===== config.mk =====
export PLATFORM = sky130hd
export DESIGN_NAME = gpcc_cell_update
export DESIGN_NICKNAME = d
export VERILOG_FILES = /design/src/rtl/core/gpcc_pkg.sv /design/src/rtl/core/gpcc_cell_update.sv
export SDC_FILE = /design/constraint.sdc
export NUM_CORES = 2
export LEC_CHECK = 0
export ABC_AREA = 1
export BUFFER_PORTS_ARGS = -buffer_cell sky130_fd_sc_hd__buf_2
export CAP_MARGIN = 20
export CORE_ASPECT_RATIO = 1.25
export CORE_MARGIN = 1
export CORE_UTILIZATION = 45
export DETAILED_ROUTE_END_ITERATION = 16
export PLACE_DENSITY_LB_ADDON = 0.15
export SLEW_MARGIN = 25
export SYNTH_ARGS = -nofsm -noshare
export SYNTH_HDL_FRONTEND = slang
export SYNTH_SLANG_ARGS = --single-unit

===== constraint.sdc =====
create_clock -name i_clk -period 4.9 [get_ports i_clk]
set_input_delay 0.49 -clock i_clk [delete_from_list [all_inputs] [get_ports i_clk]]
set_output_delay 0.49 -clock i_clk [all_outputs]
set_load 0.02 [all_outputs]

===== src/rtl/core/gpcc_pkg.sv =====
// Shared types and constants of the grid pattern chain counter.
`default_nettype none

package gpcc_pkg;

    localparam int COUNT_W      = 63;
    localparam int SYM_W        = 8;
    localparam int SIZE_W       = 11;
    localparam int CFG_IDX_W    = 3;
    localparam int CFG_DATA_W   = 11;
    localparam int DEF_MAX_COLS = 1024;
    localparam int DEF_MAX_ROWS = 1024;

    // Reset values of the configuration registers.
    localparam logic [SIZE_W-1:0] RST_GRID_ROWS = 11'd1024;
    localparam logic [SIZE_W-1:0] RST_GRID_COLS = 11'd1024;
    localparam logic [SYM_W-1:0]  RST_FIRST     = 8'd58;
    localparam logic [SYM_W-1:0]  RST_SECOND    = 8'd45;
    localparam logic [SYM_W-1:0]  RST_THIRD     = 8'd41;

    typedef logic [COUNT_W-1:0] t_count;

    // The three dominance counts of one cell.
    typedef struct packed {
        t_count single;
        t_count pair;
        t_count triple;
    } t_counts;

    typedef enum logic [CFG_IDX_W-1:0] {
        REG_GRID_ROWS     = 3'd0,
        REG_GRID_COLS     = 3'd1,
        REG_FIRST_SYMBOL  = 3'd2,
        REG_SECOND_SYMBOL = 3'd3,
        REG_THIRD_SYMBOL  = 3'd4
    } t_cfg_index;

    typedef struct packed {
        logic [SYM_W-1:0] sym_first;
        logic [SYM_W-1:0] sym_second;
        logic [SYM_W-1:0] sym_third;
    } t_symbols;

    // Per-cell control that travels with a cell into the update stage.
    typedef struct packed {
        logic has_above;
        logic has_left;
        logic last_cell;
        logic forward;
    } t_cell_ctl;

endpackage

`default_nettype wire


===== src/rtl/core/gpcc_cell_update.sv =====
// Update stage: forms the three counts of a cell and keeps left and diagonal counts.
`default_nettype none

module gpcc_cell_update (
    input  wire logic                        i_clk,
    input  wire logic                        i_rst_n,
    input  wire logic                        i_fire,
    input  wire gpcc_pkg::t_cell_ctl         i_ctl,
    input  wire logic [gpcc_pkg::SYM_W-1:0]  i_cell,
    input  wire gpcc_pkg::t_symbols          i_symbols,
    input  wire gpcc_pkg::t_counts           i_above_mem,
    output gpcc_pkg::t_counts                o_result
);

    gpcc_pkg::t_counts r_left;
    gpcc_pkg::t_counts r_diag;
    gpcc_pkg::t_counts above;
    gpcc_pkg::t_counts left;
    gpcc_pkg::t_counts diag;

    // Select the neighbors; the previous cell's result stands in for a row
    // buffer entry that it wrote while this cell was being read.
    always_comb begin
        if (!i_ctl.has_above) begin
            above = '0;
        end else if (i_ctl.forward) begin
            above = r_left;
        end else begin
            above = i_above_mem;
        end
        left = i_ctl.has_left ? r_left : '0;
        diag = i_ctl.has_left ? r_diag : '0;
    end

    // Above plus left minus diagonal, plus the contribution of a matched symbol.
    always_comb begin
        o_result.single = above.single + left.single - diag.single
                        + gpcc_pkg::t_count'(i_cell == i_symbols.sym_first);
        o_result.pair   = above.pair + left.pair - diag.pair
                        + ((i_cell == i_symbols.sym_second) ? diag.single : '0);
        o_result.triple = above.triple + left.triple - diag.triple
                        + ((i_cell == i_symbols.sym_third) ? diag.pair : '0);
    end

    // The above counts of this cell become the diagonal of the next one.
    always_ff @(posedge i_clk) begin
        if (!i_rst_n) begin
            r_left <= '0;
            r_diag <= '0;
        end else if (i_fire) begin
            r_left <= o_result;
            r_diag <= above;
        end
    end

endmodule

`default_nettype wire


==> metrics <==
worst r2r src r_left[83]; DR vias between 40k and 50k; Seq cells post-synth around 380; async set-reset flop share out of synthesis 0%; syn nets ~8.6k; Starting Density ~45%; Post-Synthesis Cells between 7k and 8k; setup TNS 0 ns; Nets around 9.5k; Die W roughly 290 um; Avg WL per Cell around 18 um; Reg2Reg Capture Point r_left[111]; hold_sp i_above_mem[143]; number of global-route vias before repair between 40k and 50k; fin crit share between 90% and 100%; design area 55980 um2; gpl congestion approximately 1; cells on worst reg2reg path 18; sequential power share 11.2%; Internal roughly 16 mW; Crit Path Max Fanout 48; Switch Pwr approximately 20 mW; Post-DP Area ~54000 um2; Final Slew Violations 0; kind of critical path primary input to primary output; Routed Antenna Nets 0; Synth area leaders nand2_1 20%, dfxtp_1 17%, inv_1 16%, fa_1 14%, nor2_1 8.5%; Final setup viols 0; sequential share of the synthesized area between 15 and 20%; 1st-pass router iterations 7; gr ovfl total 0; vias per inst between 4 and 5; initial antenna violation count 4; largest net degree at the start of global routing about 130; CTS Root Cell clkbuf_16; Non-Filler Instances around 10k; CTS sink cnt around 380; f_max 207.8 MHz; Synth top area share 19.76%; port buffer count 415; CTS max path bufs 3; critical path data arrival time about 4.3 ns; Max-cap violations 0; final wirelength between 150000 and 200000 um; total core area a little under 100000 um2; CTS tree yes; first-pass GRT wire length between 200000 and 300000 um; DRT iter0 DRCs slightly below 3k; crit end category primary output; Peak VDD IR 0.0005206 V; Synth Area per Inst roughly 5.7 um2; CP Launch Type primary input; placed insts ~10k; flop2flop setup slack between 1 and 1.5 ns; status completed; Clk Latency, worst-skew pair ~0.63 ns; Gate power share 78.4%; Hold EP r_diag[143]; DP Worst Slack -0.1459 ns; Final Skew ~0.02 ns; Critical Path RT 4.41 ns; unique cell type count in the Yosys netlist 38; hold depth 3; relative slew slack 37.19%; TritonCTS buffer count slightly below 50; Syn. warnings 0; ys flop type dfxtp_1; Sw Share a little over half; DRC errors left 0; Final Hold Fails 0; clock-pin slew on the worst setup and hold paths approximately 0.06 ns; Leakage Power 34.16 nW; row count between 100 and 150; Die Span Y around 360 um; number of synthesized flops with an enable pin 0; Max H-tree Level 2; mapped cell area approximately 45000 um2; Min-Delay Path Class primary input to flop; pwr/cell area ~650 nW/um2; clock share of power a little over a tenth; RSZ-0062 raised after global routing yes; Worst-Margin Slew around 0.94 ns; total global-route track usage 34.46%; min setup slack post-route a little under 0.09 ns; layout cells sized above 1 16.25%; minimum clock period roughly 4.8 ns; area grow syn2layout 24.27%; I/O Pins 417; die area 101400 um2; hpwl dp roughly 150000 um; Yosys top cell by area nand2_1
worst max-delay path, cell delays in order:
cell,delay [ns]
buf_6,0.18
buf_16,0.22
inv_2,0.12
buf_12,0.18
nor2_1,0.29
o21ai_1,0.18
fa_1,0.56
inv_1,0.06
buf_4,0.13
ha_1,0.29
nand2_1,0.05
nor2_1,0.13
nand2_1,0.08
nand3_2,0.11
nand2_1,0.07
nand2_2,0.09
nand2_1,0.05
nand2_1,0.23
nand2_1,0.19
nand2_1,0.10
nand2_1,0.06
nand2_1,0.13
buf_2,0.19
area by class of cell:
type,instances,area (um2)
inverters,1974,7430
multi-input cells,5280,29500
clock inverters,20,201.4
repair buffers,1130,8229
flip-flops and latches,378,7569
fillers,10441,43120
well taps,1310,1639
clock buffers,68,1408
diodes,2,5.005
sequential cells by signal (all words and copies together), names as in the netlist:
name	flops
r_diag	189
r_left	189
metrics by stage:
step                power [mW]  util [%]  hold slack, ns
finish                   36.11     56.49          0.2396
global route             39.05     56.48          0.2624
CTS                      35.63     55.80          0.2141
detailed placement       31.71     54.14          0.4915
global placement         31.55     54.14          0.4854
floorplan                19.09         -          0.4709
metal layers:
metal / up-vias / share of wire, % / wire length, um / track usage, %
li1: 24931 / - / - / -
met1: 22512 / 40 / 71970 / 40.95
met2: 1379 / 49 / 86690 / 60.89
met3: 331 / 5.5 / 9816 / 4.110
met4: 2 / 5.7 / 10140 / 17.59
met5: - / 0.0073 / 13 / 0
worst max-delay path by stage:
stage / startpoint / end
floorplan: i_ctl[2] / o_result[92]
global placement: i_ctl[0] / o_result[61]
detailed placement: i_ctl[0] / o_result[61]
CTS: i_ctl[0] / o_result[31]
global route: i_ctl[3] / o_result[175]
finish: i_ctl[3] / o_result[175]
synth_stat cells, types with 15 or more instances:
| library cell | n |
|---|---|
| nand4_1 | 15 |
| inv_1 | 1966 |
| fa_1 | 311 |
| buf_1 | 32 |
| buf_2 | 50 |
| o21ai_0 | 465 |
| dfxtp_1 | 378 |
| nor2_1 | 1026 |
| xnor2_1 | 36 |
| xor2_1 | 70 |
| nor2_2 | 22 |
| nand2_2 | 30 |
| a21oi_1 | 324 |
| nand3_1 | 295 |
| nor3_2 | 20 |
| o21ai_1 | 33 |
| ha_1 | 186 |
| clkbuf_1 | 158 |
| nand2_1 | 2372 |
cells in the final DEF, fill, tap and decap left out, types with 5 or more instances in the layout:
cell type	netlist	final
nand2_2	30	55
clkbuf_16	0	54
fa_1	311	309
nor3_1	9	8
o21ai_1	33	43
ha_1	186	175
nand2_1	2372	2343
clkbuf_8	2	11
xnor2_1	36	34
a21oi_1	324	310
o21ai_0	465	453
nand3_2	10	24
o21bai_1	11	11
inv_1	1966	1962
a21oi_2	0	14
xor2_1	70	68
buf_16	0	6
inv_6	0	5
clkinv_2	0	8
nand3b_1	12	12
nand4_1	15	15
and2_1	6	6
buf_12	0	40
inv_2	8	8
buf_2	50	401
ha_2	0	9
o211ai_1	7	7
buf_6	1	7
dfxtp_1	378	377
buf_4	3	668
clkbuf_1	158	8
nor2_2	22	60
nor3_2	20	21
nand3_1	295	280
nor2_1	1026	986
power groups by stage:
stage	combinational [mW]	clock [mW]	sequential, mW
final	28.3	3.74	4.05
after detailed placement	27.6	0	4.10
after global routing	31.0	3.92	4.12
after CTS	27.8	3.82	4.04
after floorplan	15.1	0	3.99
after global placement	27.5	0	4.08
logic make-up after synthesis:
logic type               count (synthesis)  share of synthesized area (%)
flip-flops                             378                          16.80
XOR/XNOR                               108                          2.133
AO/OA/AOI/OAI                          840                          9.432
adder cells (fa/ha/maj)                497                          18.99
AND/OR/NAND/NOR                       3835                          33.91
buffers and inverters                 2221                          18.74
repair_timing:
item	4_1_cts	5_1_grt
pin swaps	0	9
resized for setup	9	165
gates cloned	0	5
setup buffers	0	1
hold buffers	0	0
setup endpoints to repair	21	125
No activity file was read; power rests on OpenSTA's default activity.
