File: config.mk
export PLATFORM = sky130hd
export DESIGN_NAME = gpcc_cfg_regs
export DESIGN_NICKNAME = d
export VERILOG_FILES = /design/src/rtl/core/gpcc_pkg.sv /design/src/rtl/core/gpcc_cfg_regs.sv
export SDC_FILE = /design/constraint.sdc
export NUM_CORES = 1
export LEC_CHECK = 0
export ABC_CLOCK_PERIOD_IN_PS = 2330
export BUFFER_PORTS_ARGS = -buffer_cell sky130_fd_sc_hd__buf_2
export CAP_MARGIN = 20
export CORE_MARGIN = 2
export CORE_UTILIZATION = 35
export DETAILED_ROUTE_END_ITERATION = 6
export PLACE_DENSITY = 0.66
export SLEW_MARGIN = 5
export SYNTH_ARGS = -nofsm -noshare
export SYNTH_HDL_FRONTEND = slang
export SYNTH_SLANG_ARGS = --single-unit
File: constraint.sdc
create_clock -name i_clk -period 2.33 [get_ports i_clk]
set_clock_uncertainty 0.2 [all_clocks]
set_input_delay 0.3495 -clock i_clk [delete_from_list [all_inputs] [get_ports i_clk]]
set_output_delay 0.3495 -clock i_clk [all_outputs]
set_load 0.02 [all_outputs]
File: src/rtl/core/gpcc_pkg.sv
// Shared types and constants of the grid pattern chain counter.
`default_nettype none

package gpcc_pkg;

    localparam int COUNT_W      = 63;
    localparam int SYM_W        = 8;
    localparam int SIZE_W       = 11;
    localparam int CFG_IDX_W    = 3;
    localparam int CFG_DATA_W   = 11;
    localparam int DEF_MAX_COLS = 1024;
    localparam int DEF_MAX_ROWS = 1024;

    // Reset values of the configuration registers.
    localparam logic [SIZE_W-1:0] RST_GRID_ROWS = 11'd1024;
    localparam logic [SIZE_W-1:0] RST_GRID_COLS = 11'd1024;
    localparam logic [SYM_W-1:0]  RST_FIRST     = 8'd58;
    localparam logic [SYM_W-1:0]  RST_SECOND    = 8'd45;
    localparam logic [SYM_W-1:0]  RST_THIRD     = 8'd41;

    typedef logic [COUNT_W-1:0] t_count;

    // The three dominance counts of one cell.
    typedef struct packed {
        t_count single;
        t_count pair;
        t_count triple;
    } t_counts;

    typedef enum logic [CFG_IDX_W-1:0] {
        REG_GRID_ROWS     = 3'd0,
        REG_GRID_COLS     = 3'd1,
        REG_FIRST_SYMBOL  = 3'd2,
        REG_SECOND_SYMBOL = 3'd3,
        REG_THIRD_SYMBOL  = 3'd4
    } t_cfg_index;

    typedef struct packed {
        logic [SYM_W-1:0] sym_first;
        logic [SYM_W-1:0] sym_second;
        logic [SYM_W-1:0] sym_third;
    } t_symbols;

    // Per-cell control that travels with a cell into the update stage.
    typedef struct packed {
        logic has_above;
        logic has_left;
        logic last_cell;
        logic forward;
    } t_cell_ctl;

endpackage

`default_nettype wire

File: src/rtl/core/gpcc_cfg_regs.sv
// Configuration registers with grid size clamping.
`default_nettype none

module gpcc_cfg_regs #(
    parameter int MAX_ROWS = gpcc_pkg::DEF_MAX_ROWS,
    parameter int MAX_COLS = gpcc_pkg::DEF_MAX_COLS,
    parameter int ROW_SZ_W = $clog2(MAX_ROWS + 1),
    parameter int COL_SZ_W = $clog2(MAX_COLS + 1)
) (
    input  wire logic                              i_clk,
    input  wire logic                              i_rst_n,
    input  wire logic                              i_cfg_we,
    input  wire logic [gpcc_pkg::CFG_IDX_W-1:0]    i_cfg_index,
    input  wire logic [gpcc_pkg::CFG_DATA_W-1:0]   i_cfg_data,
    output logic      [ROW_SZ_W-1:0]               o_rows,
    output logic      [COL_SZ_W-1:0]               o_cols,
    output gpcc_pkg::t_symbols                     o_symbols
);

    localparam int RW = (ROW_SZ_W > gpcc_pkg::SIZE_W) ? ROW_SZ_W : gpcc_pkg::SIZE_W;
    localparam int CW = (COL_SZ_W > gpcc_pkg::SIZE_W) ? COL_SZ_W : gpcc_pkg::SIZE_W;

    logic [gpcc_pkg::SIZE_W-1:0] r_rows;
    logic [gpcc_pkg::SIZE_W-1:0] r_cols;
    gpcc_pkg::t_symbols          r_symbols;
    logic [RW-1:0]               rows_ext;
    logic [CW-1:0]               cols_ext;

    // Register writes; an unknown index is ignored.
    always_ff @(posedge i_clk) begin
        if (!i_rst_n) begin
            r_rows               <= gpcc_pkg::RST_GRID_ROWS;
            r_cols               <= gpcc_pkg::RST_GRID_COLS;
            r_symbols.sym_first  <= gpcc_pkg::RST_FIRST;
            r_symbols.sym_second <= gpcc_pkg::RST_SECOND;
            r_symbols.sym_third  <= gpcc_pkg::RST_THIRD;
        end else if (i_cfg_we) begin
            case (i_cfg_index)
                gpcc_pkg::REG_GRID_ROWS: begin
                    r_rows <= i_cfg_data[gpcc_pkg::SIZE_W-1:0];
                end
                gpcc_pkg::REG_GRID_COLS: begin
                    r_cols <= i_cfg_data[gpcc_pkg::SIZE_W-1:0];
                end
                gpcc_pkg::REG_FIRST_SYMBOL: begin
                    r_symbols.sym_first <= i_cfg_data[gpcc_pkg::SYM_W-1:0];
                end
                gpcc_pkg::REG_SECOND_SYMBOL: begin
                    r_symbols.sym_second <= i_cfg_data[gpcc_pkg::SYM_W-1:0];
                end
                gpcc_pkg::REG_THIRD_SYMBOL: begin
                    r_symbols.sym_third <= i_cfg_data[gpcc_pkg::SYM_W-1:0];
                end
                default: begin
                end
            endcase
        end
    end

    // A size of zero counts as one; a size above the maximum counts as the maximum.
    always_comb begin
        rows_ext = RW'(r_rows);
        cols_ext = CW'(r_cols);
        if (r_rows == '0) begin
            o_rows = ROW_SZ_W'(1);
        end else if (rows_ext > RW'(MAX_ROWS)) begin
            o_rows = ROW_SZ_W'(MAX_ROWS);
        end else begin
            o_rows = ROW_SZ_W'(rows_ext);
        end
        if (r_cols == '0) begin
            o_cols = COL_SZ_W'(1);
        end else if (cols_ext > CW'(MAX_COLS)) begin
            o_cols = COL_SZ_W'(MAX_COLS);
        end else begin
            o_cols = COL_SZ_W'(cols_ext);
        end
    end

    assign o_symbols = r_symbols;

endmodule

`default_nettype wire

==> flow_metrics.tcl, run 1 <==
set metrics [dict create \
    status "complete, no violations" \
    htreeDepth 2 \
    cellLeakagePower_nw 0.955 \
    first_pass_iters 4 \
    syn_to_final_growth_pct 23.8 \
    finalWirelength_um 4520 \
    ios 63 \
    synthAdderAreaFrac_pct 0 \
    dpl.hpwl_um 3260 \
    post-route-min-period_ns 1.96 \
    vias_per_cell 4.65 \
    yosysSeqAreaShare_pct 49.3 \
    arrival_ns 1.41 \
    rr_worst_depth 2 \
    antenna_cells 0 \
    gp_congestion 0.717 \
    insertion_delay_ns 0.30 \
    min_from "i_cfg_data[10]" \
    final_common_cell "buf_2" \
    min_path_type "in -> reg" \
    synth_compound_area_share_pct 8.43 \
    hold_viol 0 \
    die_area_um2 5940 \
    min_period_over_period_pct 84.1 \
    placed_cells 329 \
    crit_buf_inv 1 \
    antenna_found_initial 0 \
    cp_slowest_cell "nor4_1" \
    overflow 0 \
    crit_family "simple AND/OR/NAND/NOR gates" \
    hold_end "cols_ext[10]" \
    instances_no_fill 337 \
    r2r_slack_ns 1.31 \
    wl_per_cell_um 13.4 \
    clockBufferDepth 2 \
    grt_max_degree 23 \
    cp_num_cells 4 \
    critPathMaxStageDelay_ns 0.35 \
    p_per_area_nw_per_um2 616 \
    critPathRequiredTime_ns 1.78 \
    post_cts_buffers 0 \
    drc 0 \
    portBuffers 62 \
    final_cell_mix "buf_2, dfxtp_1, nand2_1" \
    max_freq_mhz 510 \
    std_cell_rows 26 \
    synth_top_area_share_pct 49.3 \
    num_vias 1566 \
    slew_headroom_pct 60.9 \
    irDropWorstVdd_mv 0.479 \
    yosys.area.top_type "dfxtp_1" \
    grt.total_usage_pct 16.0 \
    syn_area_per_cell_um2 8.90 \
    yosysWarnings 0 \
    synthTopCellsByArea "dfxtp_1, mux2i_1, nor2b_1" \
    reg2reg_from "r_rows[10]" \
    synth_top_flop_cell "dfxtp_1" \
    drv_cap 0 \
    first_iter_violations 63 \
    clkSinkCount 46 \
    synth-edff-count 0 \
    worst_slew_pin_slew_ns 0.584 \
    synth-seq-cells 46 \
    path_class "reg -> out" \
    cts_resized 0 \
    finalSetupViolCount 0 \
    die_height_um 77.1 \
    hold_depth 3 \
    numCtsBuffers 5 \
    synthSimpleGateAreaFrac_pct 27.3 \
    drive_gt1_share_pct 28.1 \
    synth.mux.area_fraction_pct 11.2 \
    clk_pin_slew_worst_paths_ns 0.09 \
    final_nets 283 \
    crit_chain "nor4_1, a31oi_1, nor2_1, buf_2" \
    core_um2 5140 \
    hold_buffers 0 \
    grt_first_pass_wirelength_um 7580 \
    synthCells 210 \
    critPathMaxFanout 3 \
    cp-end-kind "primary output" \
    synth_top_family_by_area "simple AND/OR/NAND/NOR gates" \
    syn_area_um2 1870 \
    synthArstFlopShare_pct 0 \
    ant_nets 0 \
    finalMaxSlewViolations 0 \
    clock-root-buffer "clkbuf_8" \
    rsz0062_at_grt "no" \
    synth_nets 227 \
    r2r_end "r_rows[10]" \
    synth-xor-area-share_pct 0 \
    initial_utilization_pct 36.4 \
    ys_types 20 \
    fin_tns_setup_ns 0 \
    cts_tree "built" \
    grt_pass1_vias 1495 \
    start_kind "register" \
    die_w_um 77.1 \
]
-- per-stage QoR --
stage	power (mW)	setup slack [ns]	cell area (um2)	util (%)	hold WS [ns]
floorplan	0.908	0.814	1870	-	0.243
global placement	0.959	0.582	2230	43.3	0.251
detailed placement	0.963	0.567	2230	43.3	0.254
CTS	1.44	0.336	2310	45.0	0.0854
global route	1.49	0.290	2310	45.0	0.0970
finish	1.43	0.370	2310	45.0	0.0881
-- tightest hold or removal path: cells and delay by family --
kind                   cells  cell delay (ns)
buffers and inverters      1             0.10
multiplexers               1             0.06
AND/OR/NAND/NOR            1             0.06
-- how the worst max path moves through the flow --
stage	startpoint	endpoint
finish	r_rows[6]	o_rows[0]
global route	r_rows[6]	o_rows[0]
CTS	r_rows[6]	o_rows[0]
detailed placement	i_cfg_index[1]	r_rows[10]
global placement	i_cfg_index[2]	o_symbols[8]
floorplan	i_cfg_index[1]	r_rows[10]
-- state kept, by name (all words and copies together) (netlist names) --
register   cells
r_rows        11
cols_ext      11
o_symbols     24
-- synthesized netlist by cell type (4+ instances only) --
cell type / instances
a21boi_1: 9
buf_2: 5
clkbuf_1: 11
dfxtp_1: 46
mux2i_1: 21
nand2_1: 44
nand3_1: 15
nor2_1: 4
nor2b_1: 27
o21ai_0: 14
-- kinds of logic (layout without fill, tap and decap cells) --
| group | after synthesis | after routing |
|---|---|---|
| AND/OR/NAND/NOR | 100 | 100 |
| flip-flops | 46 | 46 |
| AO/OA/AOI/OAI | 26 | 26 |
| multiplexers | 21 | 21 |
| buffers and inverters | 17 | 74 |
-- layer usage --
metal	GRT usage, %	share of wire (%)	up-vias
li1	-	-	814
met3	4.47	7.0	6
met5	0	0	-
met1	22.0	48	695
met4	6.07	1.8	0
met2	23.9	44	51
-- final cells by class --
| cell class | count | area (um2) |
|---|---|---|
| Timing Repair Buffer | 66 | 340 |
| Sequential cell | 46 | 921 |
| Clock buffer | 6 | 72.6 |
| Clock inverter | 2 | 13.8 |
| Tap cell | 70 | 87.6 |
| Multi-Input combinational cell | 147 | 878 |
| Fill cell | 563 | 2830 |
-- power by group --
group | switching [mW] | internal, mW | total, mW
Clock | 0.270 | 0.212 | 0.482
Sequential | 0.0129 | 0.803 | 0.816
Combinational | 0.0769 | 0.0505 | 0.127
Total | 0.360 | 1.07 | 1.43
No activity file was read; power rests on OpenSTA's default activity.
==> run 2, diff against run 1 <==
Settings changed: ABC_CLOCK_PERIOD_IN_PS 2330 to 1600, PLACE_DENSITY 0.66 to 0.68.
Clock period 2.33 ns to 1.6 ns, I/O delays scaled along.
==> run 2 against run 1 <==
The run now ends with setup timing left. Global-route usage decreased by 0.57 points. Power increased by 48%. Via count increased by 4.7%. Final cell count increased by 2.1%. Design area increased by 4.7%. Sequential share of layout area decreased by 1.5 points. Critical path depth unchanged. Sequential cell count unchanged. Critical endpoint unchanged.
==> flow_metrics.tcl, run 2 (synthesized netlist as in run 1, its figures left out) <==
set metrics [dict create \
    endpoint "o_rows[0]" \
    grt_pass1_vias 1491 \
    wl_per_cell_um 13.1 \
    first_pass_iters 4 \
    fin_tns_setup_ns -0.197 \
    drc 0 \
    finalWirelength_um 4520 \
    clk_pin_slew_worst_paths_ns 0.08 \
    die_height_um 77.1 \
    n_fill_cell 545 \
    antenna_cells 0 \
    startpoint "r_rows[9]" \
    use_met2_pct 26.2 \
    slew_headroom_pct 79.0 \
    dpl.hpwl_um 3230 \
    syn_to_final_growth_pct 29.5 \
    switching_power_mw 0.505 \
    instances_no_fill 344 \
    r2r_slack_ns 0.68 \
    htreeDepth 2 \
    numCtsBuffers 5 \
    min_from "i_cfg_data[4]" \
    finalSetupViolCount 2 \
    core_um2 5140 \
    grt_max_degree 22 \
    critPathMaxFanout 3 \
    ios 63 \
    die_w_um 77.1 \
    dpl_cell_area_um2 2250 \
    worst_slew_pin_slew_ns 0.315 \
    cts_tree "built" \
    largest_reg_flops 24 \
    max_freq_mhz 588 \
    std_cell_rows 26 \
    swShare_pct 23.9 \
    finalMaxSlewViolations 0 \
    cp-end-kind "primary output" \
    grt.total_usage_pct 15.5 \
    vias_per_cell 4.77 \
    reg2reg_from "cols_ext[10]" \
    placed_cells 332 \
    die_area_um2 5940 \
    rsz0062_at_grt "yes" \
    multiInputGateArea_um2 908 \
    drv_cap 0 \
    final_nets 290 \
    p_seq_share_pct 56.4 \
    regArea_um2 928 \
    final_area_um2 2420 \
    p_per_area_nw_per_um2 872 \
    post-route-min-period_ns 1.70 \
    p_int_mw 1.61 \
    drive_gt1_share_pct 31.8 \
    fin_util_pct 47.1 \
    arrival_ns 1.26 \
    cellLeakagePower_nw 1.00 \
    gp_congestion 0.695 \
    min_path_type "in -> reg" \
    antenna_found_initial 0 \
    violations "setup timing" \
    final_cell_mix "buf_2, nand2_1, dfxtp_1" \
    irDropWorstVdd_mv 0.614 \
    insertion_delay_ns 0.29 \
    grtUsageMet3_pct 4.00 \
    first_iter_violations 101 \
    clkSinkCount 46 \
    hold_viol 0 \
    r2r_end "cols_ext[10]" \
    status "finished with violations" \
    initial_utilization_pct 36.4 \
    place_ws_ns 0.0603 \
    clock-root-buffer "clkbuf_8" \
    min_period_over_period_pct 106 \
    critPathRequiredTime_ns 1.16 \
    overflow 0 \
    clkPwrFrac_pct 34.1 \
    top_usage_layer "met2" \
    ant_nets 0 \
    num_vias 1640 \
    start_kind "register" \
    setup_ws_ns -0.100 \
    grt_first_pass_wirelength_um 7310 \
    clockBufferDepth 2 \
    path_class "reg -> out" \
    rr_worst_depth 2 \
    portBuffers 62 \
    grt_util_met1_pct 19.5 \
    pwr-share-comb_pct 9.5 \
    final_common_cell "buf_2" \
]
run 2: what timing repair did:
| item | CTS | global route |
|---|---|---|
| endpoints found under the hold margin | 6 | 0 |
| buffers inserted | 1 | 0 |
| endpoints found under the setup margin | 2 | 20 |
| hold buffers | 3 | 0 |
| gates resized for setup | 6 | 6 |
| pin swaps | 4 | 2 |
run 2: metal layers:
layer / up-vias / part of all wire (%) / wire length (um)
li1: 824 / - / -
met1: 767 / 46 / 2100
met2: 47 / 47 / 2150
met3: 2 / 5.8 / 261
met4: 0 / 0.38 / 17
met5: - / 0 / 0
run 2: cell type report:
| type | count | area share, % |
|---|---|---|
| Clock buffer | 7 | 3.57 |
| Clock inverter | 1 | 0.207 |
| Timing Repair Buffer | 73 | 16.7 |
| Sequential cell | 46 | 38.3 |
| Tap cell | 70 | 3.62 |
| Multi-Input combinational cell | 147 | 37.5 |
run 2: power by group through the flow:
stage / logic (mW) / registers [mW] / clock network (mW)
after floorplan: 0.0985 / 1.22 / 0
after global placement: 0.188 / 1.21 / 0
after detailed placement: 0.190 / 1.21 / 0
after CTS: 0.200 / 1.19 / 0.736
after global routing: 0.221 / 1.19 / 0.774
final: 0.200 / 1.19 / 0.720
run 2: critical path, stage by stage, from the launching register on:
cell and delay [ns]:
dfxtp_2 0.34, nor4_4 0.26, a31oi_1 0.12, nor2_1 0.10, buf_4 0.14
run 2: how the worst min path moves through the flow:
stage / end / slack [ns] / depth (start not counted)
detailed placement: o_symbols[19] / 0.25 / 2
CTS: r_rows[4] / 0.03 / 3
floorplan: r_rows[10] / 0.16 / 2
global route: r_rows[7] / 0.04 / 3
finish: r_rows[4] / 0.03 / 3
global placement: r_rows[0] / 0.25 / 2
run 2: stage by stage:
step | hold WS (ns) | total power, mW
after floorplan | 0.164 | 1.32
final | 0.0346 | 2.11
after CTS | 0.0302 | 2.12
after global placement | 0.248 | 1.40
after detailed placement | 0.254 | 1.40
after global routing | 0.0385 | 2.19
